==> src/inexev_ram.sv <==
// Generic single-port-write, single-port-read RAM with registered read data.
module inexev_ram #(
   parameter int WIDTH = 8,
   parameter int DEPTH = 16
) (
   input  logic                     clock,
   input  logic                     wr_en,
   input  logic [$clog2(DEPTH)-1:0] wr_addr,
   input  logic [WIDTH-1:0]         wr_data,
   input  logic [$clog2(DEPTH)-1:0] rd_addr,
   output logic [WIDTH-1:0]         rd_data
);

   logic [WIDTH-1:0] mem_ff [DEPTH];
   logic [WIDTH-1:0] rd_data_ff;

   always_ff @(posedge clock) begin
      if (wr_en) begin
         mem_ff[wr_addr] <= wr_data;
      end
      rd_data_ff <= mem_ff[rd_addr];
   end

   assign rd_data = rd_data_ff;

endmodule

==> config.mk <==
export PLATFORM = sky130hd
export DESIGN_NAME = inexev_ram
export DESIGN_NICKNAME = d
export VERILOG_FILES = /design/src/inexev_ram.sv
export SDC_FILE = /design/constraint.sdc
export NUM_CORES = 1
export LEC_CHECK = 0
export ABC_AREA = 1
export BUFFER_PORTS_ARGS = -buffer_cell sky130_fd_sc_hd__buf_2
export CORE_AREA = 5 5 120 122
export CTS_CLUSTER_SIZE = 10
export DETAILED_ROUTE_END_ITERATION = 8
export DIE_AREA = 0 0 125 127
export PLACE_DENSITY_LB_ADDON = 0.05
export SYNTH_ARGS = -nofsm -noshare
export SYNTH_HDL_FRONTEND = slang
export SYNTH_SLANG_ARGS = --single-unit
==> constraint.sdc <==
create_clock -name clock -period 1.73 [get_ports clock]
set_clock_uncertainty 0.1 [all_clocks]
set_input_delay 0.173 -clock clock [delete_from_list [all_inputs] [get_ports clock]]
set_output_delay 0.173 -clock clock [all_outputs]
set_load 0.005 [all_outputs]
==> metrics.md <==
| Metric | Value |
|---|---|
| CTS root buffer | `clkbuf_16` |
| Die ar. | `0.0159 mm2` |
| Drt drc | `0` |
| Top delay family on crit path | `flip-flops` |
| RR Startpoint | `mem_ff[1][3]` |
| Hold_sp | `rd_addr[3]` |
| Initial core utilization | `0.441` |
| Dpl cells | `752` |
| GRT Residual Overflow | `0` |
| GP Congestion | `0.851` |
| Hold Vio Cnt, Final | `0` |
| I/O pins | `26` |
| CTS Buffer Depth | `2` |
| Status | `complete, no violations` |
| Slew headroom | `0.731` |
| Fmax | `861 MHz` |
| GRT Util Overall | `0.177` |
| HPWL after detailed placement | `8.49 mm` |
| Most frequent cells in the layout | `nand2_1 (173), edfxtp_1 (128), inv_1 (100)` |
| Endpoint class of the critical path | `output pin` |
| Total CTS buffers | `17` |
| Setup TNS | `0 ns` |
| Worst-path clk slew | `0.05 ns` |
| Clock Latency Late Sink | `0.42 ns` |
| Core Region | `0.0131 mm2` |
| Crit path buf inv count | `1` |
| First-pass iteration count of the detailed router | `4` |
| # rows | `42` |
| Measured slew at the worst slew-check pin | `0.404 ns` |
| Seq/Total Area, Yosys | `0.694` |
| Distinct cells, synth | `12` |
| Layout Utilization | `0.509` |
| Vias in the first global route | `3641` |
| Post-CTS Setup Bufs | `0` |
| Syn Area/Cell | `10.5 um2` |
| ANT nets after route | `0` |
| Max Slew Vio Count | `0` |
| Crit. path cell count | `1` |
| Crit Reg-Reg Endpoint | `rd_data[3]` |
| Initial antenna violation count | `0` |
| RSZ-0062 raised after global routing | `no` |
| Layout area overhead | `15.6%` |
| Crit-path slowest cell | `dfxtp_1` |
| CP startpoint | `rd_data[2]` |
| Flop-to-flop setup slack | `0.58 ns` |
| Crit path cell chain | `buf_2` |
| Diodes inserted | `0` |
| Worst Hold Path EP | `rd_data[5]` |
| Worst vdd rail ir drop | `0.000573 V` |
| Port buffer count | `25` |
| Startpoint Class | `register` |
| Non-Filler Instances | `784` |
| Max incr delay on CP | `0.35 ns` |
| Register bit total from synthesis | `136` |
| Worst reg2reg path depth | `6` |
| Setup violators final | `0` |
| Clock Sinks | `136` |
| Post-DR wirelength/cell | `17.4 um` |
| Worst Hold Class | `input port to register` |
| Max_cap viols | `0` |
| Die height | `127 um` |
| Layout cell share with drive strength beyond 1 | `0.122` |
| CTS tree | `done` |
| Req. time, crit path | `1.46 ns` |
| Worst EP arrival | `0.89 ns` |
| CP Class | `register to output pin` |
| Die X | `125 um` |
| Period Utilization, post-route | `0.672` |
| Iter 0 DRT Violations | `237` |
| Via Count | `3792` |
| Crit Path Max Fanout | `1` |
| Post-cts hold buffer count | `0` |
| First-pass GRT wire length | `21.0 mm` |
| Post-Syn Instances | `551` |
| Routed Wire Length | `13.6 mm` |
| Yosys warns | `0` |
| Largest net degree at the start of global routing | `47` |
| Leakage power | `2.90 nW` |
| Nets@finish | `613` |
| Via/cell ratio | `4.84` |
| Power Density | `1100 mW/mm2` |
| Commonest non-fill, non-tap cell in the layout | `nand2_1` |
| H-Tree Level Count | `4` |
| Post-CTS sizing | `0` |
| Mapped Nets | `569` |
| Post-synthesis cell area | `0.00577 mm2` |
| Fin crit period | `1.16 ns` |
| Hold path depth | `3` |
| Fill cells | `1177` |
[flip-flops by register name (all words and copies together) (netlist names)]
register	cells
mem_ff	128
rd_data	8
[report_power, final]
part	switching [W]	internal (W)
combinational	0.000318	0.000138
sequential	0.0000244	0.00369
clock	0.00123	0.00194
total	0.00157	0.00576
[layout make-up]
type | instances | area (um2) | area share
repair buffers | 49 | 330 | 0.0495
flip-flops and latches | 136 | 4000 | 0.601
inverters | 102 | 383 | 0.0574
multi-input cells | 289 | 1210 | 0.182
clock buffers | 29 | 500 | 0.0751
well taps | 176 | 220 | 0.0330
clock inverters | 3 | 15.0 | 0.00225
[synth_stat cells (all sizes together)]
library cell | number | area share
edfxtp | 128 | 0.67
nand3b | 2 | 0.0026
nand2 | 173 | 0.11
inv | 102 | 0.066
nor2 | 17 | 0.011
dfxtp | 8 | 0.028
buf | 24 | 0.029
nand3 | 97 | 0.084
[worst min-delay path, delay by kind of cell]
kind	cells	cell delay, ns
buffers and inverters	1	0.16
AND/OR/NAND/NOR	2	0.14
[per-layer routing]
layer	wire length, um	GRT usage	part of all wire	vias to the layer above
met5	0	0	0	-
met4	326	0.0733	0.024	0
met3	504	0.0355	0.037	21
met2	6400	0.277	0.47	83
met1	6420	0.245	0.47	1829
li1	-	-	-	1859
[metrics by stage]
stage	worst slack, ns	hold WS (ns)	power [W]	cell area, um2
floorplan	0.506	0.172	0.00403	5770
global placement	0.211	0.444	0.00424	6150
detailed placement	0.217	0.449	0.00424	6150
CTS	0.542	0.0112	0.00739	6670
global route	0.526	0.0207	0.00757	6670
finish	0.568	0.0139	0.00733	6670
[logic make-up after synthesis]
family,share of synthesized area
simple gates,0.210
flops,0.694
buf+inv,0.0952
[worst max path at each step]
stage          slack, ns            end
2_1_floorplan       0.51  mem_ff[10][0]
3_3_place_gp        0.21     rd_data[3]
3_5_place_dp        0.22     rd_data[3]
4_1_cts             0.54     rd_data[2]
5_1_grt             0.53     rd_data[4]
6_report            0.57     rd_data[2]
No activity file was read; power rests on OpenSTA's default activity.
