### config.mk
export PLATFORM = sky130hd
export DESIGN_NAME = inexev_mul
export DESIGN_NICKNAME = d
export VERILOG_FILES = /design/src/inexev_pkg.sv /design/src/inexev_mul.sv
export SDC_FILE = /design/constraint.sdc
export NUM_CORES = 2
export LEC_CHECK = 0
export ABC_AREA = 1
export BUFFER_PORTS_ARGS = -buffer_cell sky130_fd_sc_hd__buf_4
export CORE_MARGIN = 2
export CORE_UTILIZATION = 40
export CTS_CLUSTER_DIAMETER = 120
export DETAILED_ROUTE_END_ITERATION = 7
export SETUP_SLACK_MARGIN = 0.15
export SKIP_CTS_REPAIR_TIMING = 1
export SYNTH_ARGS = -nofsm -noshare
export SYNTH_HDL_FRONTEND = slang
export SYNTH_SLANG_ARGS = --single-unit
### constraint.sdc
create_clock -name clock -period 17.8 [get_ports clock]
set_clock_uncertainty 0.1 [all_clocks]
set_input_delay 0.89 -clock clock [delete_from_list [all_inputs] [get_ports clock]]
set_output_delay 0.89 -clock clock [all_outputs]
set_load 0.005 [all_outputs]
### src/inexev_pkg.sv
// Shared types, constants and helpers of the infix expression evaluator.
package inexev_pkg;

   localparam int VALUE_W = 64;
   localparam int CH_W = 8;
   localparam int ERR_W = 3;
   localparam int OP_W = 3;
   localparam int WIDE_W = 2 * VALUE_W;

   localparam int DEF_OPERATOR_DEPTH = 16;
   localparam int DEF_OPERAND_DEPTH = 16;
   localparam int DEF_FRACTION_BITS = 16;

   localparam int DECIMAL_BASE = 10;

   localparam logic [CH_W-1:0] CH_ZERO = 8'h30;
   localparam logic [CH_W-1:0] CH_NINE = 8'h39;
   localparam logic [CH_W-1:0] CH_LPAREN = 8'h28;
   localparam logic [CH_W-1:0] CH_RPAREN = 8'h29;
   localparam logic [CH_W-1:0] CH_PLUS = 8'h2B;
   localparam logic [CH_W-1:0] CH_MINUS = 8'h2D;
   localparam logic [CH_W-1:0] CH_STAR = 8'h2A;
   localparam logic [CH_W-1:0] CH_SLASH = 8'h2F;

   localparam logic [VALUE_W-1:0] SIGN_VALUE = {1'b1, {(VALUE_W-1){1'b0}}};
   localparam logic [VALUE_W-1:0] POS_MAX = {1'b0, {(VALUE_W-1){1'b1}}};

   typedef enum logic [OP_W-1:0] {
      OPC_LPAREN = 3'd0,
      OPC_ADD    = 3'd1,
      OPC_SUB    = 3'd2,
      OPC_MUL    = 3'd3,
      OPC_DIV    = 3'd4
   } opcode_type;

   typedef enum logic [ERR_W-1:0] {
      ERR_NONE      = 3'd0,
      ERR_DIV_ZERO  = 3'd1,
      ERR_STACK     = 3'd2,
      ERR_MALFORMED = 3'd3,
      ERR_OVERFLOW  = 3'd4
   } error_type;

   // Result of the multiply and divide units.
   typedef struct packed {
      logic                done;
      logic                ovf;
      logic [VALUE_W-1:0]  value;
   } arith_rsp_type;

   function automatic logic [VALUE_W-1:0] magnitude(input logic [VALUE_W-1:0] v);
      return v[VALUE_W-1] ? (VALUE_W'(0) - v) : v;
   endfunction

   // Turn a sign and a wide magnitude into a saturated signed value.
   function automatic arith_rsp_type saturate(input logic neg,
                                              input logic [WIDE_W-1:0] mag);
      arith_rsp_type r;
      r.done = 1'b1;
      if (!neg) begin
         r.ovf = (mag[WIDE_W-1:VALUE_W-1] != '0);
         r.value = r.ovf ? POS_MAX : mag[VALUE_W-1:0];
      end else begin
         r.ovf = (mag[WIDE_W-1:VALUE_W] != '0) ||
                 (mag[VALUE_W-1] && (mag[VALUE_W-2:0] != '0));
         r.value = r.ovf ? SIGN_VALUE : (VALUE_W'(0) - mag[VALUE_W-1:0]);
      end
      return r;
   endfunction

endpackage

### src/inexev_mul.sv
// Fixed-point multiplier: four 32x32 partial products, then shift and saturate.
module inexev_mul import inexev_pkg::*; #(
   parameter int FRACTION_BITS = DEF_FRACTION_BITS
) (
   input  logic                clock,
   input  logic                reset,
   input  logic                start,
   input  logic [VALUE_W-1:0]  a,
   input  logic [VALUE_W-1:0]  b,
   output arith_rsp_type       rsp
);

   localparam int HALF_W = VALUE_W / 2;
   localparam logic [2:0] PP_COUNT = 3'd4;

   logic                busy_ff, busy_in;
   logic [2:0]          step_ff, step_in;
   logic                neg_ff, neg_in;
   logic [VALUE_W-1:0]  x_ff, x_in, y_ff, y_in;
   logic [VALUE_W-1:0]  pp_ff, pp_in;
   logic [WIDE_W-1:0]   acc_ff, acc_in;
   arith_rsp_type       rsp_ff, rsp_in;

   logic [2:0]          pidx;
   logic [HALF_W-1:0]   xh, yh;
   logic [WIDE_W-1:0]   pp_wide;

   assign pidx = step_ff - 3'd1;
   assign xh = step_ff[0] ? x_ff[VALUE_W-1:HALF_W] : x_ff[HALF_W-1:0];
   assign yh = step_ff[1] ? y_ff[VALUE_W-1:HALF_W] : y_ff[HALF_W-1:0];

   always_comb begin
      case ({pidx[1], pidx[0]})
         2'b00:   pp_wide = WIDE_W'(pp_ff);
         2'b11:   pp_wide = WIDE_W'(pp_ff) << VALUE_W;
         default: pp_wide = WIDE_W'(pp_ff) << HALF_W;
      endcase
   end

   always_comb begin
      busy_in = busy_ff;
      step_in = step_ff;
      neg_in = neg_ff;
      x_in = x_ff;
      y_in = y_ff;
      pp_in = pp_ff;
      acc_in = acc_ff;
      rsp_in = rsp_ff;
      rsp_in.done = 1'b0;
      if (start) begin
         busy_in = 1'b1;
         step_in = '0;
         neg_in = a[VALUE_W-1] ^ b[VALUE_W-1];
         x_in = magnitude(a);
         y_in = magnitude(b);
         acc_in = '0;
      end else if (busy_ff) begin
         step_in = step_ff + 3'd1;
         if (step_ff < PP_COUNT) begin
            pp_in = VALUE_W'(xh) * VALUE_W'(yh);
         end
         if (step_ff != '0 && step_ff <= PP_COUNT) begin
            acc_in = acc_ff + pp_wide;
         end
         if (step_ff > PP_COUNT) begin
            rsp_in = saturate(neg_ff, acc_ff >> FRACTION_BITS);
            busy_in = 1'b0;
         end
      end
   end

   always_ff @(posedge clock) begin
      if (reset) begin
         busy_ff <= 1'b0;
         step_ff <= '0;
         rsp_ff.done <= 1'b0;
      end else begin
         busy_ff <= busy_in;
         step_ff <= step_in;
         rsp_ff.done <= rsp_in.done;
      end
      neg_ff <= neg_in;
      x_ff <= x_in;
      y_ff <= y_in;
      pp_ff <= pp_in;
      acc_ff <= acc_in;
      rsp_ff.ovf <= rsp_in.ovf;
      rsp_ff.value <= rsp_in.value;
   end

   assign rsp = rsp_ff;

endmodule

==> summary.md <==
| Metric | Value |
|---|---|
| Via count | `62.9k` |
| Sequential cell area | `10,400 um2` |
| Final global-route overflow total | `0` |
| Syn-to-layout area delta | `8.63%` |
| Endpoints failing setup | `0` |
| Most common cell after layout, fill and taps aside | `nand2_1` |
| Fmax | `0.0953 GHz` |
| Arr. time, crit path | `about 11 ns` |
| Routed wl met3 | `around 20 mm` |
| Ys async rst share | `0%` |
| Top sig layer | `met5` |
| Main synth FF type | `edfxtp_1` |
| Cell Rows | `150` |
| First-pass GRT wire length | `425 mm` |
| Mean post-synth cell area | `~6.9 um2` |
| Routed wl met2 | `137 mm` |
| Leading area contributor after synthesis | `fa_1` |
| Final GP Congestion | `1.04` |
| Status | `finished, final reports clean` |
| Clk buf depth | `3` |
| Clock slew seen by the registers of the worst setup and hold paths | `about 0.060 ns` |
| Req. time, crit path | `18.12 ns` |
| YS warnings | `0` |
| Die W | `between 400 and 500 um` |
| Vias per inst | `approximately 5.2` |
| Antenna violations before repair | `6` |
| Top area cells in the synthesized netlist | `fa_1 27%, nand2_1 14%, inv_1 13%` |
| CP Class | `register to register` |
| Clock sinks | `~390` |
| Die Area | `171,000 um2` |
| CP startpoint kind | `register` |
| Layout cells sized above 1 | `under 10%` |
| DRC viols | `0` |
| Setup TNS | `0 ns` |
| Post-synth EDFFs | `258` |
| Multi-input logic area | `47,300 um2` |
| RSZ-0062 raised after global routing | `no` |
| DRT Pass-1 Iters | `6` |
| Root Driver | `clkbuf_16` |
| Final hold vios | `0` |
| Slew Limit Headroom | `17.7%` |
| Synth top area share | `26.7%` |
| Initial Utilization | `approximately two fifths` |
| Skew-Pair Late Insertion Delay | `about 0.74 ns` |
| Worst hold path type | `input port to register` |
| Mapped Cells | `9,684` |
| GRT Util Overall | `34.2%` |
| Fillers | `17.9k` |
| DP Area | `71,300 um2` |
| DPL Wire Length | `246 mm` |
| Max incr delay on CP | `0.97 ns` |
| Detailed Route WL | `~290 mm` |
| Number of global-route vias before repair | `63.7k` |
| H-tree levels | `2` |
| Largest net degree at the start of global routing | `77` |
| Slew Viols, Final | `0` |
| Post-DRT Antenna Nets | `0` |
| Least-Margin Pin Slew | `1.23 ns` |
| Post-synthesis cell type count | `53` |
| Tmin final | `10.49 ns` |
| Post-synthesis sequential area ratio | `15.5%` |
| Max-Cap Viols | `0` |
| Port bufs | `196` |
| Cell Area, Synth | `67,200 um2` |
| Design area | `73,000 um2` |
| Avg WL per Cell | `between 20 and 25 um` |
| Final period util | `59.0%` |
| #FFs+latches synth | `391` |
| Initial DRC count | `5,360` |
| Die span in y | `between 400 and 500 um` |
| Most frequent cells in the layout | `2,448 x nand2_1, 2,285 x inv_1, 1,332 x nor2_1, 897 x fa_1, 397 x ha_1` |
| CTS tree | `built` |
| Critical path's slowest cell | `dfxtp_2` |
| Nets | `11.2k` |
| CTS buffer count | `53` |
| Io pins | `197` |
| Core area | `167,000 um2` |
| Metal-1 WL | `116 mm` |
| CP most frequent cell | `fa_1` |
| Crit-path max FO | `36` |
| Type of destination of the critical path | `register` |
| Syn_nets | `around 11k` |
## state kept, by name (all words and copies together) (netlist names)
name and count:
y_ff 64, neg_ff 1, step_ff 3, rsp 66, x_ff 64, pp_ff 64, acc_ff 128, busy_ff 1
## worst max-delay path, delay by kind of cell, from the launching register on
kind                     cells  cell delay (ns)
XOR/XNOR                     1             0.29
AO/OA/AOI/OAI                2             0.48
flip-flops                   1             0.97
adder cells (fa/ha/maj)      9             4.41
AND/OR/NAND/NOR              8             1.90
buffers and inverters        7             2.07
## path summary, 6_finish.rpt
| kind | start | to | slack, ns | depth (start not counted) |
|---|---|---|---|---|
| max | step_ff[0] | pp_ff[48] | 7.31 | 27 |
| min | reset | busy_ff | 0.31 | 2 |
| max reg2reg | step_ff[0] | pp_ff[48] | 7.31 | 27 |
| min reg2reg | acc_ff[0] | acc_ff[0] | 0.39 | 2 |
## metrics by stage
stage	worst slack (ns)	hold WS (ns)	std cells	utilization [%]
global route	6.87	0.294	12000	43.7
floorplan	10.21	0.362	9684	-
finish	7.31	0.306	12000	43.7
detailed placement	7.42	0.386	11900	42.7
CTS	7.45	0.271	12000	43.7
global placement	7.30	0.373	11900	42.7
## layer usage
metal,vias up,track usage (%)
met5,-,0
met4,6,20.9
met3,698,5.40
met2,2616,56.9
met1,30500,41.7
li1,29100,-
## cells in the mapped netlist (133+ instances only)
library cell,count
a21oi_1,247
clkbuf_1,242
dfxtp_1,133
edfxtp_1,258
fa_1,897
ha_1,398
inv_1,2285
nand2_1,2450
nand3_1,263
nor2_1,1332
o21ai_0,269
xor2_1,236
## kinds of logic (layout without fill, tap and decap cells)
| group | after synthesis | count (layout) | share of synthesized area [%] |
|---|---|---|---|
| and+or+nand+nor | 4381 | 4381 | 26.2 |
| xor gates and xnor gates | 282 | 282 | 3.67 |
| adders and majority gates | 1295 | 1295 | 34.1 |
| AOI/OAI and AO/OA | 752 | 752 | 6.06 |
| other | 0 | 3 | 0 |
| buffers and inverters | 2583 | 2701 | 14.5 |
| DFF | 391 | 391 | 15.5 |
## cell type report
class                      count  area share [%]
inverter                    2320            11.9
clock inverter                33           0.451
multi-input combinational   6710            64.7
antenna                        3          0.0103
timing repair buffer         283            2.92
clock buffer                  65            1.91
sequential                   391            14.3
tap                         2204            3.78
Power is left out: the tool's default activity adds up to more than one toggle a clock period on the data nets, which glitch-free logic cannot reach.
