$ cat src/inexev_pkg.sv
// Shared types, constants and helpers of the infix expression evaluator.
package inexev_pkg;

   localparam int VALUE_W = 64;
   localparam int CH_W = 8;
   localparam int ERR_W = 3;
   localparam int OP_W = 3;
   localparam int WIDE_W = 2 * VALUE_W;

   localparam int DEF_OPERATOR_DEPTH = 16;
   localparam int DEF_OPERAND_DEPTH = 16;
   localparam int DEF_FRACTION_BITS = 16;

   localparam int DECIMAL_BASE = 10;

   localparam logic [CH_W-1:0] CH_ZERO = 8'h30;
   localparam logic [CH_W-1:0] CH_NINE = 8'h39;
   localparam logic [CH_W-1:0] CH_LPAREN = 8'h28;
   localparam logic [CH_W-1:0] CH_RPAREN = 8'h29;
   localparam logic [CH_W-1:0] CH_PLUS = 8'h2B;
   localparam logic [CH_W-1:0] CH_MINUS = 8'h2D;
   localparam logic [CH_W-1:0] CH_STAR = 8'h2A;
   localparam logic [CH_W-1:0] CH_SLASH = 8'h2F;

   localparam logic [VALUE_W-1:0] SIGN_VALUE = {1'b1, {(VALUE_W-1){1'b0}}};
   localparam logic [VALUE_W-1:0] POS_MAX = {1'b0, {(VALUE_W-1){1'b1}}};

   typedef enum logic [OP_W-1:0] {
      OPC_LPAREN = 3'd0,
      OPC_ADD    = 3'd1,
      OPC_SUB    = 3'd2,
      OPC_MUL    = 3'd3,
      OPC_DIV    = 3'd4
   } opcode_type;

   typedef enum logic [ERR_W-1:0] {
      ERR_NONE      = 3'd0,
      ERR_DIV_ZERO  = 3'd1,
      ERR_STACK     = 3'd2,
      ERR_MALFORMED = 3'd3,
      ERR_OVERFLOW  = 3'd4
   } error_type;

   // Result of the multiply and divide units.
   typedef struct packed {
      logic                done;
      logic                ovf;
      logic [VALUE_W-1:0]  value;
   } arith_rsp_type;

   function automatic logic [VALUE_W-1:0] magnitude(input logic [VALUE_W-1:0] v);
      return v[VALUE_W-1] ? (VALUE_W'(0) - v) : v;
   endfunction

   // Turn a sign and a wide magnitude into a saturated signed value.
   function automatic arith_rsp_type saturate(input logic neg,
                                              input logic [WIDE_W-1:0] mag);
      arith_rsp_type r;
      r.done = 1'b1;
      if (!neg) begin
         r.ovf = (mag[WIDE_W-1:VALUE_W-1] != '0);
         r.value = r.ovf ? POS_MAX : mag[VALUE_W-1:0];
      end else begin
         r.ovf = (mag[WIDE_W-1:VALUE_W] != '0) ||
                 (mag[VALUE_W-1] && (mag[VALUE_W-2:0] != '0));
         r.value = r.ovf ? SIGN_VALUE : (VALUE_W'(0) - mag[VALUE_W-1:0]);
      end
      return r;
   endfunction

endpackage

$ cat src/inexev_div.sv
// Fixed-point divider: restoring division, one quotient bit per cycle.
module inexev_div import inexev_pkg::*; #(
   parameter int FRACTION_BITS = DEF_FRACTION_BITS
) (
   input  logic                clock,
   input  logic                reset,
   input  logic                start,
   input  logic [VALUE_W-1:0]  num,
   input  logic [VALUE_W-1:0]  den,
   output arith_rsp_type       rsp
);

   localparam int NUM_W = VALUE_W + FRACTION_BITS;
   localparam int CNT_W = $clog2(NUM_W + 1);

   logic                busy_ff, busy_in;
   logic [CNT_W-1:0]    cnt_ff, cnt_in;
   logic                neg_ff, neg_in;
   logic [VALUE_W-1:0]  d_ff, d_in;
   logic [VALUE_W-1:0]  rem_ff, rem_in;
   logic [NUM_W-1:0]    n_ff, n_in;
   logic [NUM_W-1:0]    q_ff, q_in;
   arith_rsp_type       rsp_ff, rsp_in;

   logic [VALUE_W:0]    shifted, diff;
   logic                ge;

   assign shifted = {rem_ff, n_ff[NUM_W-1]};
   assign diff = shifted - {1'b0, d_ff};
   assign ge = (shifted >= {1'b0, d_ff});

   always_comb begin
      busy_in = busy_ff;
      cnt_in = cnt_ff;
      neg_in = neg_ff;
      d_in = d_ff;
      rem_in = rem_ff;
      n_in = n_ff;
      q_in = q_ff;
      rsp_in = rsp_ff;
      rsp_in.done = 1'b0;
      if (start) begin
         busy_in = 1'b1;
         cnt_in = CNT_W'(NUM_W);
         neg_in = num[VALUE_W-1] ^ den[VALUE_W-1];
         d_in = magnitude(den);
         n_in = NUM_W'(magnitude(num)) << FRACTION_BITS;
         rem_in = '0;
         q_in = '0;
      end else if (busy_ff) begin
         if (cnt_ff != '0) begin
            rem_in = ge ? diff[VALUE_W-1:0] : shifted[VALUE_W-1:0];
            n_in = n_ff << 1;
            q_in = {q_ff[NUM_W-2:0], ge};
            cnt_in = cnt_ff - CNT_W'(1);
         end else begin
            rsp_in = saturate(neg_ff, WIDE_W'(q_ff));
            busy_in = 1'b0;
         end
      end
   end

   always_ff @(posedge clock) begin
      if (reset) begin
         busy_ff <= 1'b0;
         cnt_ff <= '0;
         rsp_ff.done <= 1'b0;
      end else begin
         busy_ff <= busy_in;
         cnt_ff <= cnt_in;
         rsp_ff.done <= rsp_in.done;
      end
      neg_ff <= neg_in;
      d_ff <= d_in;
      rem_ff <= rem_in;
      n_ff <= n_in;
      q_ff <= q_in;
      rsp_ff.ovf <= rsp_in.ovf;
      rsp_ff.value <= rsp_in.value;
   end

   assign rsp = rsp_ff;

endmodule
$ cat config.mk
export PLATFORM = sky130hd
export DESIGN_NAME = inexev_div
export DESIGN_NICKNAME = d
export VERILOG_FILES = /design/src/inexev_pkg.sv /design/src/inexev_div.sv
export SDC_FILE = /design/constraint.sdc
export NUM_CORES = 1
export LEC_CHECK = 0
export CELL_PAD_IN_SITES_DETAIL_PLACEMENT = 1
export CELL_PAD_IN_SITES_GLOBAL_PLACEMENT = 1
export CORE_UTILIZATION = 45
export DETAILED_ROUTE_END_ITERATION = 8
export DONT_BUFFER_PORTS = 1
export GPL_ROUTABILITY_DRIVEN = 0
export PLACE_DENSITY_LB_ADDON = 0.1
export SYNTH_ARGS = -nofsm -noshare
export SYNTH_HDL_FRONTEND = slang
export SYNTH_SLANG_ARGS = --single-unit
$ cat constraint.sdc
create_clock -name clock -period 6.95 [get_ports clock]
set_input_delay 1.7375 -clock clock [delete_from_list [all_inputs] [get_ports clock]]
set_output_delay 1.7375 -clock clock [all_outputs]
set_load 0.1 [all_outputs]
==> results by group, run 1 <==
Outcome
  • Status: complete, no violations

Worst setup path
  • Class of the most critical setup path: reg -> reg
  • CP endpoint kind: flip-flop
  • Setup crit start kind: flip-flop
  • Crit path DAT: 5300 ps
  • CP required: 7250 ps
  • CP Max Fanout: 42

Timing
  • Setup TNS: 0 ps
  • Relative slew slack: 0.157
  • Minimum clock period: 5000 ps
  • Fin. Hold Viols: 0
  • Clock Skew: 33.8 ps
  • Worst-Margin Slew: 1260 ps
  • Final period util: 0.719
  • Pins over their slew limit: 0
  • Final setup viols: 0
  • Highest clock rate: 200 MHz
  • RSZ-0062 raised after global routing: false

Power and ir drop
  • Pleak: 8.54 nW
  • Tot Pwr: 5.54 mW
  • VDD IR max: 0.000177 V
  • Power per cell area: 249 nW/um^2

Die
  • Row count: 77
  • IO Count: 197
  • Core footprint: 44600 um^2
  • Chip height: 215 um
  • Chip width: 215 um
  • Die Footprint: 46400 um^2
  • Starting Density: 0.460

Clock tree
  • CTS tree: built
  • Max clock buf depth: 3
  • Insertion delay to the later sink of the worst-skew pair: 590 ps
  • Root Buffer: clkbuf_16
  • Num Clock Sinks: 347
  • TritonCTS Buffers: 41
  • Post-CTS setup repair buffer count: 0
  • CTS H-tree lvls: 2
  • Clk pin slew, worst setup/hold paths: 60 ps
  • Post-CTS resize count: 0
  • CTS Hold Buffers Added: 0

Drt
  • Routed vias/inst: 6.00
  • Drt drc: 0
  • Final WL: 58800 um
  • DR pass1 iterations: 5
  • Antenna Nets Post-Route: 0
  • Drt wl/cell: 20.9 um
  • Drt first-iter violations: 1033
  • Total number of vias: 16900

Global route
  • Initial antenna violation count: 0
  • Largest net degree at the start of global routing: 236
  • First-pass GRT wire length: 94600 um
  • Vias in the first global route: 17400
  • GRT Resource Usage Total: 0.250
  • Total gr overflow: 0

Min path
  • Min-Delay Path Class: reg -> reg

Yosys
  • Synth async-reset ratio: 0
  • Number of enable flip-flop cells after synthesis: 194
  • Sequential-to-total area share from yosys stat: 0.434
  • Top-count cell post-synth: nand2_1
  • Mapped Nets: 2472
  • Post-synth cell types: 78
  • Post-synth top area share: 0.284
  • Syn. warnings: 0
  • Gate Count Post-Synth: 2272
  • Synth area leaders: edfxtp_1 (28%), dfxtp_1 (15%), a21oi_1 (5.2%)
  • Area of the mapped netlist: 20500 um^2
  • #FFs+latches synth: 347
  • Synth Area per Inst: 9.02 um^2
  • Main synth FF type: edfxtp_1
  • Most area-hungry cell type in the Yosys netlist: edfxtp_1
  • Post-synth top cells: nand2_1 (217), a21oi_1 (214), nor2_1 (205), edfxtp_1 (194), o21ai_0 (156)

Final layout
  • Antenna diodes: 0
  • # nets final: 2395
  • Area grow syn2layout: 8.51%
  • Non-Filler Instances: 2820
  • Fill count: 5080
  • Final core area utilization: 0.499
  • Share of layout cells above drive strength 1: 0.0512

Placed design
  • HPWL Detailed: 40900 um
  • PortBufs: 0
  • Cells after DPL: 2744

Job
  • Max Cap Violations: 0
## state kept, by name, summed over array words and instances, names as in the netlist
signal / count
rem_ff: 64
cnt_ff: 7
d_ff: 64
q_ff: 80
rsp: 66
busy_ff: 1
neg_ff: 1
n_ff: 64
## path summary, 6_finish.rpt
path / from / end / slack [ps] / cells after the start
worst max-delay path: q_ff[19] / rsp[35] / 1950 / 11
worst min-delay path: rem_ff[19] / rem_ff[19] / 480 / 2
worst max register to register: q_ff[19] / rsp[35] / 1950 / 11
worst min register to register: rem_ff[19] / rem_ff[19] / 480 / 2
## metrics by stage
stage	hold WS, ps	area [um^2]	setup WS [ps]
5_1_grt	499	22200	1760
4_1_cts	477	22200	2020
6_report	479	22200	1950
2_1_floorplan	448	20500	1810
3_3_place_gp	460	20900	1550
3_5_place_dp	470	20900	1480
## worst max-delay path, cell delays in order (launching register included)
cell      delay (ps)
dfxtp_1          390
or3_1            440
or4_1            520
nor4_4           490
nand3_1          280
nor4_2           380
nand2_1          140
or2_2            320
a21oi_2          140
buf_4            460
nand2_2          430
o311ai_0         700
## cell families (layout without fill, tap and decap cells)
family	count (synthesis)	after routing	share of synthesized area
buf+inv	247	203	0.0457
fa+ha+maj	69	69	0.0425
mux	40	40	0.0198
compound gates	713	713	0.224
flops	347	347	0.434
simple gates	667	667	0.153
xor+xnor	189	189	0.0807
## layout by cell type, fill, tap and decap left out, types with 14 or more instances in the layout
cell       instances
nand2_1          217
a21oi_1          214
nor2_1           202
edfxtp_1         194
o21ai_0          156
dfxtp_1          153
inv_1            112
xnor2_1          108
xor2_1            81
ha_1              68
a22o_1            58
nor3_1            49
o31ai_1           46
a21o_1            46
clkbuf_16         41
mux2i_1           36
or3_1             32
a211oi_1          31
nand3_1           26
a31oi_1           25
nor4_1            22
o41ai_1           22
nand4_1           22
or4_1             21
o311ai_0          18
o211ai_1          17
buf_4             14
## report_power, final
group | leakage (nW) | switching [mW] | internal (mW)
clock network | 0.658 | 0.906 | 1.31
logic | 4.78 | 0.547 | 0.317
registers | 3.10 | 0.132 | 2.32
total | 8.54 | 1.59 | 3.95
## area by class of cell
class,count,area [um^2],area share
inverter,113,425,0.0191
multi-input combinational,1678,10700,0.482
clock buffer,54,1100,0.0497
timing repair buffer,14,105,0.00472
sequential,347,8890,0.400
tap,592,741,0.0333
clock inverter,22,258,0.0116
## metal layers
metal	global-route usage	up-vias	share of wire
met4	0.0626	0	0.018
met5	0	-	0
li1	-	8150	-
met1	0.334	8417	0.46
met3	0.0430	68	0.044
met2	0.420	287	0.48
Note: power is estimated with default switching activity, not from simulation.
==> inputs of run 2 (changes only) <==
- clock period: 6.95 -> 4.4 ns (I/O delays scaled with it)
==> results by group, run 2 (synthesized netlist as in run 1, its figures left out) <==
Power and ir drop
  • VDD IR max: 0.000264 V (+49%)
  • Tot Pwr: 8.87 mW (+60%)
  • Power per cell area: 392 nW/um^2 (+58%)
  • Pleak: 8.72 nW (+2.1%)

Worst setup path
  • CP Max Fanout: 11 (-74%)
  • Capturing point of the worst reg2reg path: rsp[46]
  • Launching point of the worst reg2reg path: q_ff[20]
  • CP max stage delay: 510 ps (-190 ps)
  • Top delay family on crit path: simple AND/OR/NAND/NOR gates
  • WP depth: 11 (unchanged)
  • Crit path DAT: 4450 ps (-850 ps)
  • R2r worst-path depth: 11 (unchanged)
  • CP endpoint kind: flip-flop
  • Buffer and inverter count on the worst path: 1 (unchanged)
  • Critical Path Slowest Stage Cell: or4_1
  • CP required: 4710 ps (-2540 ps)
  • Class of the most critical setup path: reg -> reg
  • Worst setup path end: rsp[46]
  • Critical path cell sequence: or3_1 -> or4_1 -> nor4_4 -> nand3_1 -> nor4_2 -> nand2_1 -> or2_2 -> a21oi_2 -> nand2_2 -> buf_4 -> o311ai_0
  • Launch point of the worst path: q_ff[20]
  • Reg-to-reg setup timing slack: 260 ps (-1700 ps)
  • Setup crit start kind: flip-flop

Die
  • Chip width: 215 um (unchanged)
  • IO Count: 197 (unchanged)
  • Starting Density: 0.460 (unchanged)
  • Row count: 77 (unchanged)
  • Core footprint: 44600 um^2 (unchanged)
  • Die Footprint: 46400 um^2 (unchanged)
  • Chip height: 215 um (unchanged)

Final layout
  • Commonest non-fill, non-tap cell in the layout: nand2_1
  • Fill count: 5080 (unchanged)
  • Sequential cell area: 8890 um^2 (unchanged)
  • Antenna diodes: 0 (unchanged)
  • Biggest register: q_ff
  • Share of layout cells above drive strength 1: 0.0665 (+0.0153)
  • Final core area utilization: 0.507 (+0.00825)
  • Non-Filler Instances: 2848 (+0.99%)
  • Area of the multi-input gates: 10800 um^2 (+0.39%)
  • Area grow syn2layout: 10.3%
  • Largest register FFs: 80 (unchanged)
  • Commonest non-fill, non-tap cells in the layout: nand2_1 (217), a21oi_1 (214), nor2_1 (202)
  • # nets final: 2424 (+1.2%)

Clock tree
  • Post-CTS setup repair buffer count: 0 (unchanged)
  • Root Buffer: clkbuf_16
  • Insertion delay to the later sink of the worst-skew pair: 580 ps (about the same)
  • Num Clock Sinks: 347 (unchanged)
  • TritonCTS Buffers: 41 (unchanged)
  • CTS tree: built
  • Post-CTS resize count: 0 (unchanged)
  • CTS H-tree lvls: 2 (unchanged)
  • Max clock buf depth: 3 (unchanged)
  • Clk pin slew, worst setup/hold paths: 60 ps (about the same)
  • CTS Hold Buffers Added: 0 (unchanged)

Placed design
  • Cells after DPL: 2773 (+1.1%)
  • PortBufs: 0 (unchanged)
  • HPWL Detailed: 41900 um (+2.4%)

Timing
  • RSZ-0062 raised after global routing: false
  • Relative slew slack: 0.309 (+0.152)
  • Worst-Margin Slew: 1040 ps (-227 ps)
  • Highest clock rate: 241 MHz (+21%)
  • Final period util: 0.941 (+0.222)
  • Fin. Hold Viols: 0 (unchanged)
  • Final setup viols: 0 (unchanged)
  • Clock Skew: 25.9 ps (-7.91 ps)
  • Pins over their slew limit: 0 (unchanged)
  • Final hold slack: 479 ps (+0.565 ps)
  • Minimum clock period: 4140 ps (-854 ps)

Drt
  • Final WL: 59400 um (+0.98%)
  • Drt first-iter violations: 1154 (+12%)
  • Routed vias/inst: 6.01 (+0.22%)
  • Met2 routed WL: 28300 um (+1.3%)
  • Total number of vias: 17100 (+1.2%)
  • Met3 WL post-DR: 2580 um (-0.23%)
  • DR pass1 iterations: 5 (unchanged)
  • Antenna Nets Post-Route: 0 (unchanged)
  • Drt wl/cell: 20.9 um (about the same)
  • DR top layer: met5
  • Routed metal-1 wirelength: 27200 um (about the same)
  • Drt drc: 0 (unchanged)

Outcome
  • Status: complete, no violations

Global route
  • Total gr overflow: 0 (unchanged)
  • Vias in the first global route: 17800 (+2.5%)
  • Largest net degree at the start of global routing: 236 (unchanged)
  • First-pass GRT wire length: 96300 um (+1.8%)
  • GRT Resource Usage Total: 0.256 (+0.00559)
  • Initial antenna violation count: 2 (+2)

Job
  • Max Cap Violations: 0 (unchanged)

Min path
  • Min-Delay Path Class: reg -> reg
## run 2: cell count changes in the layout (fill, tap and decap cells not counted), moves of 2 or more
cell	previous run	this run
o31ai_1	46	43
clkinvlp_4	2	4
buf_4	14	38
o31ai_4	1	4
buf_12	0	5
clkinv_1	7	1
## run 2: worst min-delay path by stage
stage	from	endpoint	slack, ps	cells after the start
3_3_place_gp	rem_ff[20]	rem_ff[20]	460	2
5_1_grt	rem_ff[15]	rem_ff[15]	500	2
6_report	rem_ff[23]	rem_ff[23]	480	2
3_5_place_dp	rem_ff[20]	rem_ff[20]	460	2
2_1_floorplan	cnt_ff[6]	cnt_ff[6]	450	2
4_1_cts	rem_ff[20]	rem_ff[20]	470	2
## run 2: final cells by class
cell class              count  share of cell area
multi-input cells        1678               0.476
inverters                 113              0.0188
clock inverters            20              0.0128
flip-flops and latches    347               0.393
clock buffers              55              0.0495
well taps                 592              0.0328
repair buffers             43              0.0170
## run 2: power breakdown
part           internal (mW)  switching, mW
combinational          0.511          0.868
clock                   2.16           1.45
sequential              3.67          0.211
## run 2: per-stage QoR
step,setup TNS (ps),setup WS [ps],cell area (um^2)
after floorplan,-431,-105,20500
after detailed placement,-3400,-315,21200
after CTS,0,283,22600
after global placement,-2270,-228,21200
final,0,258,22600
after global routing,0,78.9,22600
## run 2: tightest hold or removal path, stage by stage (launching register included)
cell and delay (ps):
dfxtp_1 320, nand2_1 60, a21oi_1 50
## run 2: layer usage
metal / track usage / vias to the layer above
met4: 0.0690 / 2
met2: 0.432 / 322
met5: 0 / -
met3: 0.0495 / 90
met1: 0.334 / 8496
li1: - / 8218
==> inputs of run 3 (changes only) <==
- CORE_UTILIZATION: 45 -> 46
- CTS_BUF_LIST: unset -> sky130_fd_sc_hd__clkbuf_8
==> results by group, run 3 (synthesized netlist as in run 1, its figures left out) <==
Min path
  • Min-Delay Path Class: reg -> reg
  • Worst hold start: rem_ff[19]
  • Hold Path Sink: rem_ff[19]
  • Hold Path Depth: 2 (unchanged)

Timing
  • Clock Skew: 41.1 ps (+15.2 ps)
  • Setup TNS: 0 ps (unchanged)
  • Final period util: 0.924 (-0.0170)
  • Worst-Margin Slew: 1020 ps (-14.0 ps)
  • Fin. Hold Viols: 0 (unchanged)
  • Pins over their slew limit: 0 (unchanged)
  • Final hold slack: 474 ps (-5.74 ps)
  • RSZ-0062 raised after global routing: false
  • Highest clock rate: 246 MHz (+1.8%)
  • Relative slew slack: 0.318 (+0.00933)
  • Minimum clock period: 4070 ps (-74.9 ps)
  • Final setup viols: 0 (unchanged)

Placed design
  • Cells after DPL: 2769 (-0.14%)
  • HPWL Detailed: 41900 um (+0.20%)
  • PortBufs: 0 (unchanged)

Clock tree
  • Insertion delay to the later sink of the worst-skew pair: 680 ps (+100 ps)
  • Clk pin slew, worst setup/hold paths: 60 ps (about the same)
  • CTS H-tree lvls: 2 (unchanged)
  • Root Buffer: clkbuf_8
  • Max clock buf depth: 3 (unchanged)
  • Num Clock Sinks: 347 (unchanged)
  • CTS Hold Buffers Added: 0 (unchanged)
  • TritonCTS Buffers: 61 (+49%)
  • Post-CTS resize count: 0 (unchanged)
  • Post-CTS setup repair buffer count: 0 (unchanged)
  • CTS tree: built

Final layout
  • Commonest non-fill, non-tap cells in the layout: nand2_1 (217), a21oi_1 (214), nor2_1 (202)
  • Area grow syn2layout: 9.69%
  • Biggest register: q_ff
  • Antenna diodes: 0 (unchanged)
  • Share of layout cells above drive strength 1: 0.0770 (+0.0105)
  • Commonest non-fill, non-tap cell in the layout: nand2_1
  • Largest register FFs: 80 (unchanged)
  • # nets final: 2447 (+0.95%)
  • Non-Filler Instances: 2885 (+1.3%)
  • Final core area utilization: 0.516 (+0.00935)

Drt
  • Routed vias/inst: 5.93 (-1.4%)
  • Final WL: 59000 um (-0.60%)
  • Total number of vias: 17100 (-0.15%)
  • Antenna Nets Post-Route: 0 (unchanged)
  • Drt first-iter violations: 934 (-19%)
  • DR pass1 iterations: 4 (-1)
  • Drt wl/cell: 20.5 um (-1.9%)
  • Drt drc: 0 (unchanged)

Global route
  • GRT Resource Usage Total: 0.260 (+0.00400)
  • Total gr overflow: 0 (unchanged)
  • Largest net degree at the start of global routing: 236 (unchanged)
  • Initial antenna violation count: 0 (-2)
  • First-pass GRT wire length: 94100 um (-2.4%)
  • Vias in the first global route: 17500 (-2.0%)

Worst setup path
  • Reg-to-reg setup timing slack: 330 ps (+70 ps)
  • CP Max Fanout: 4 (-7)
  • R2r worst-path depth: 14 (+3)
  • CP required: 4940 ps (+230 ps)
  • Launching point of the worst reg2reg path: n_ff[79]
  • Crit path DAT: 4600 ps (+150 ps)
  • Capturing point of the worst reg2reg path: rem_ff[62]
  • CP endpoint kind: flip-flop
  • Class of the most critical setup path: reg -> reg
  • Setup crit start kind: flip-flop

Job
  • Max Cap Violations: 0 (unchanged)

Outcome
  • Status: complete, no violations

Die
  • Starting Density: 0.471 (+0.0111)
  • IO Count: 197 (unchanged)
  • Chip height: 213 um (-1.1%)
  • Chip width: 213 um (-1.1%)
  • Core footprint: 43600 um^2 (-2.4%)
  • Row count: 76 (-1.3%)
  • Die Footprint: 45400 um^2 (-2.2%)

Power and ir drop
  • VDD IR max: 0.000239 V (-9.6%)
  • Tot Pwr: 8.39 mW (-5.4%)
  • Power per cell area: 373 nW/um^2 (-4.8%)
  • Pleak: 8.78 nW (+0.75%)
run 3: cell types whose count changed in the layout (fill, tap and decap cells not counted), sizes merged:
cell	before	now
clkbuf	55	69
buf	43	46
clkinvlp	4	1
clkinv	9	22
bufinv	6	5
inv	114	132
run 3: how the worst max path moves through the flow:
stage / end / start / slack (ps) / depth (start not counted)
2_1_floorplan: d_ff[43] / den[13] / -100 / 11
3_3_place_gp: d_ff[43] / den[13] / -170 / 10
3_5_place_dp: d_ff[45] / den[13] / -210 / 10
4_1_cts: rsp[63] / q_ff[42] / 260 / 10
5_1_grt: rsp[48] / q_ff[19] / 50 / 11
6_report: rem_ff[62] / n_ff[79] / 330 / 14
run 3: per-layer routing:
layer,wire length [um],vias to the layer above,global-route usage,share of wire
li1,-,8284,-,-
met1,26800,8427,0.342,0.45
met2,27900,304,0.426,0.47
met3,3030,87,0.0612,0.051
met4,1250,0,0.0685,0.021
met5,0,-,0,0
run 3: critical path, stage by stage, from the launching register on:
cell,delay (ps)
edfxtp_1,390
inv_1,60
ha_1,210
fa_1,410
nor2b_1,190
o211ai_1,180
a211oi_1,470
o2111ai_1,240
a21oi_1,350
o21ai_0,200
a211o_1,380
o21ba_2,270
o311ai_0,330
o41a_1,200
o21ai_0,60
run 3: power breakdown:
| group | switching, mW | internal, mW |
|---|---|---|
| sequential | 0.210 | 3.67 |
| clock | 1.41 | 1.72 |
| combinational | 0.863 | 0.510 |
run 3: final cells by class:
class | count | area, um^2
clock buffers | 69 | 950
clock inverters | 47 | 325
fillers | 5063 | 21100
inverters | 113 | 425
multi-input cells | 1678 | 10800
flip-flops and latches | 347 | 8890
well taps | 585 | 732
repair buffers | 46 | 395
run 3: stage by stage:
stage	setup slack [ps]	cell area [um^2]
2_1_floorplan	-105	20500
3_3_place_gp	-171	21200
3_5_place_dp	-206	21200
4_1_cts	259	22500
5_1_grt	45.4	22500
6_report	333	22500
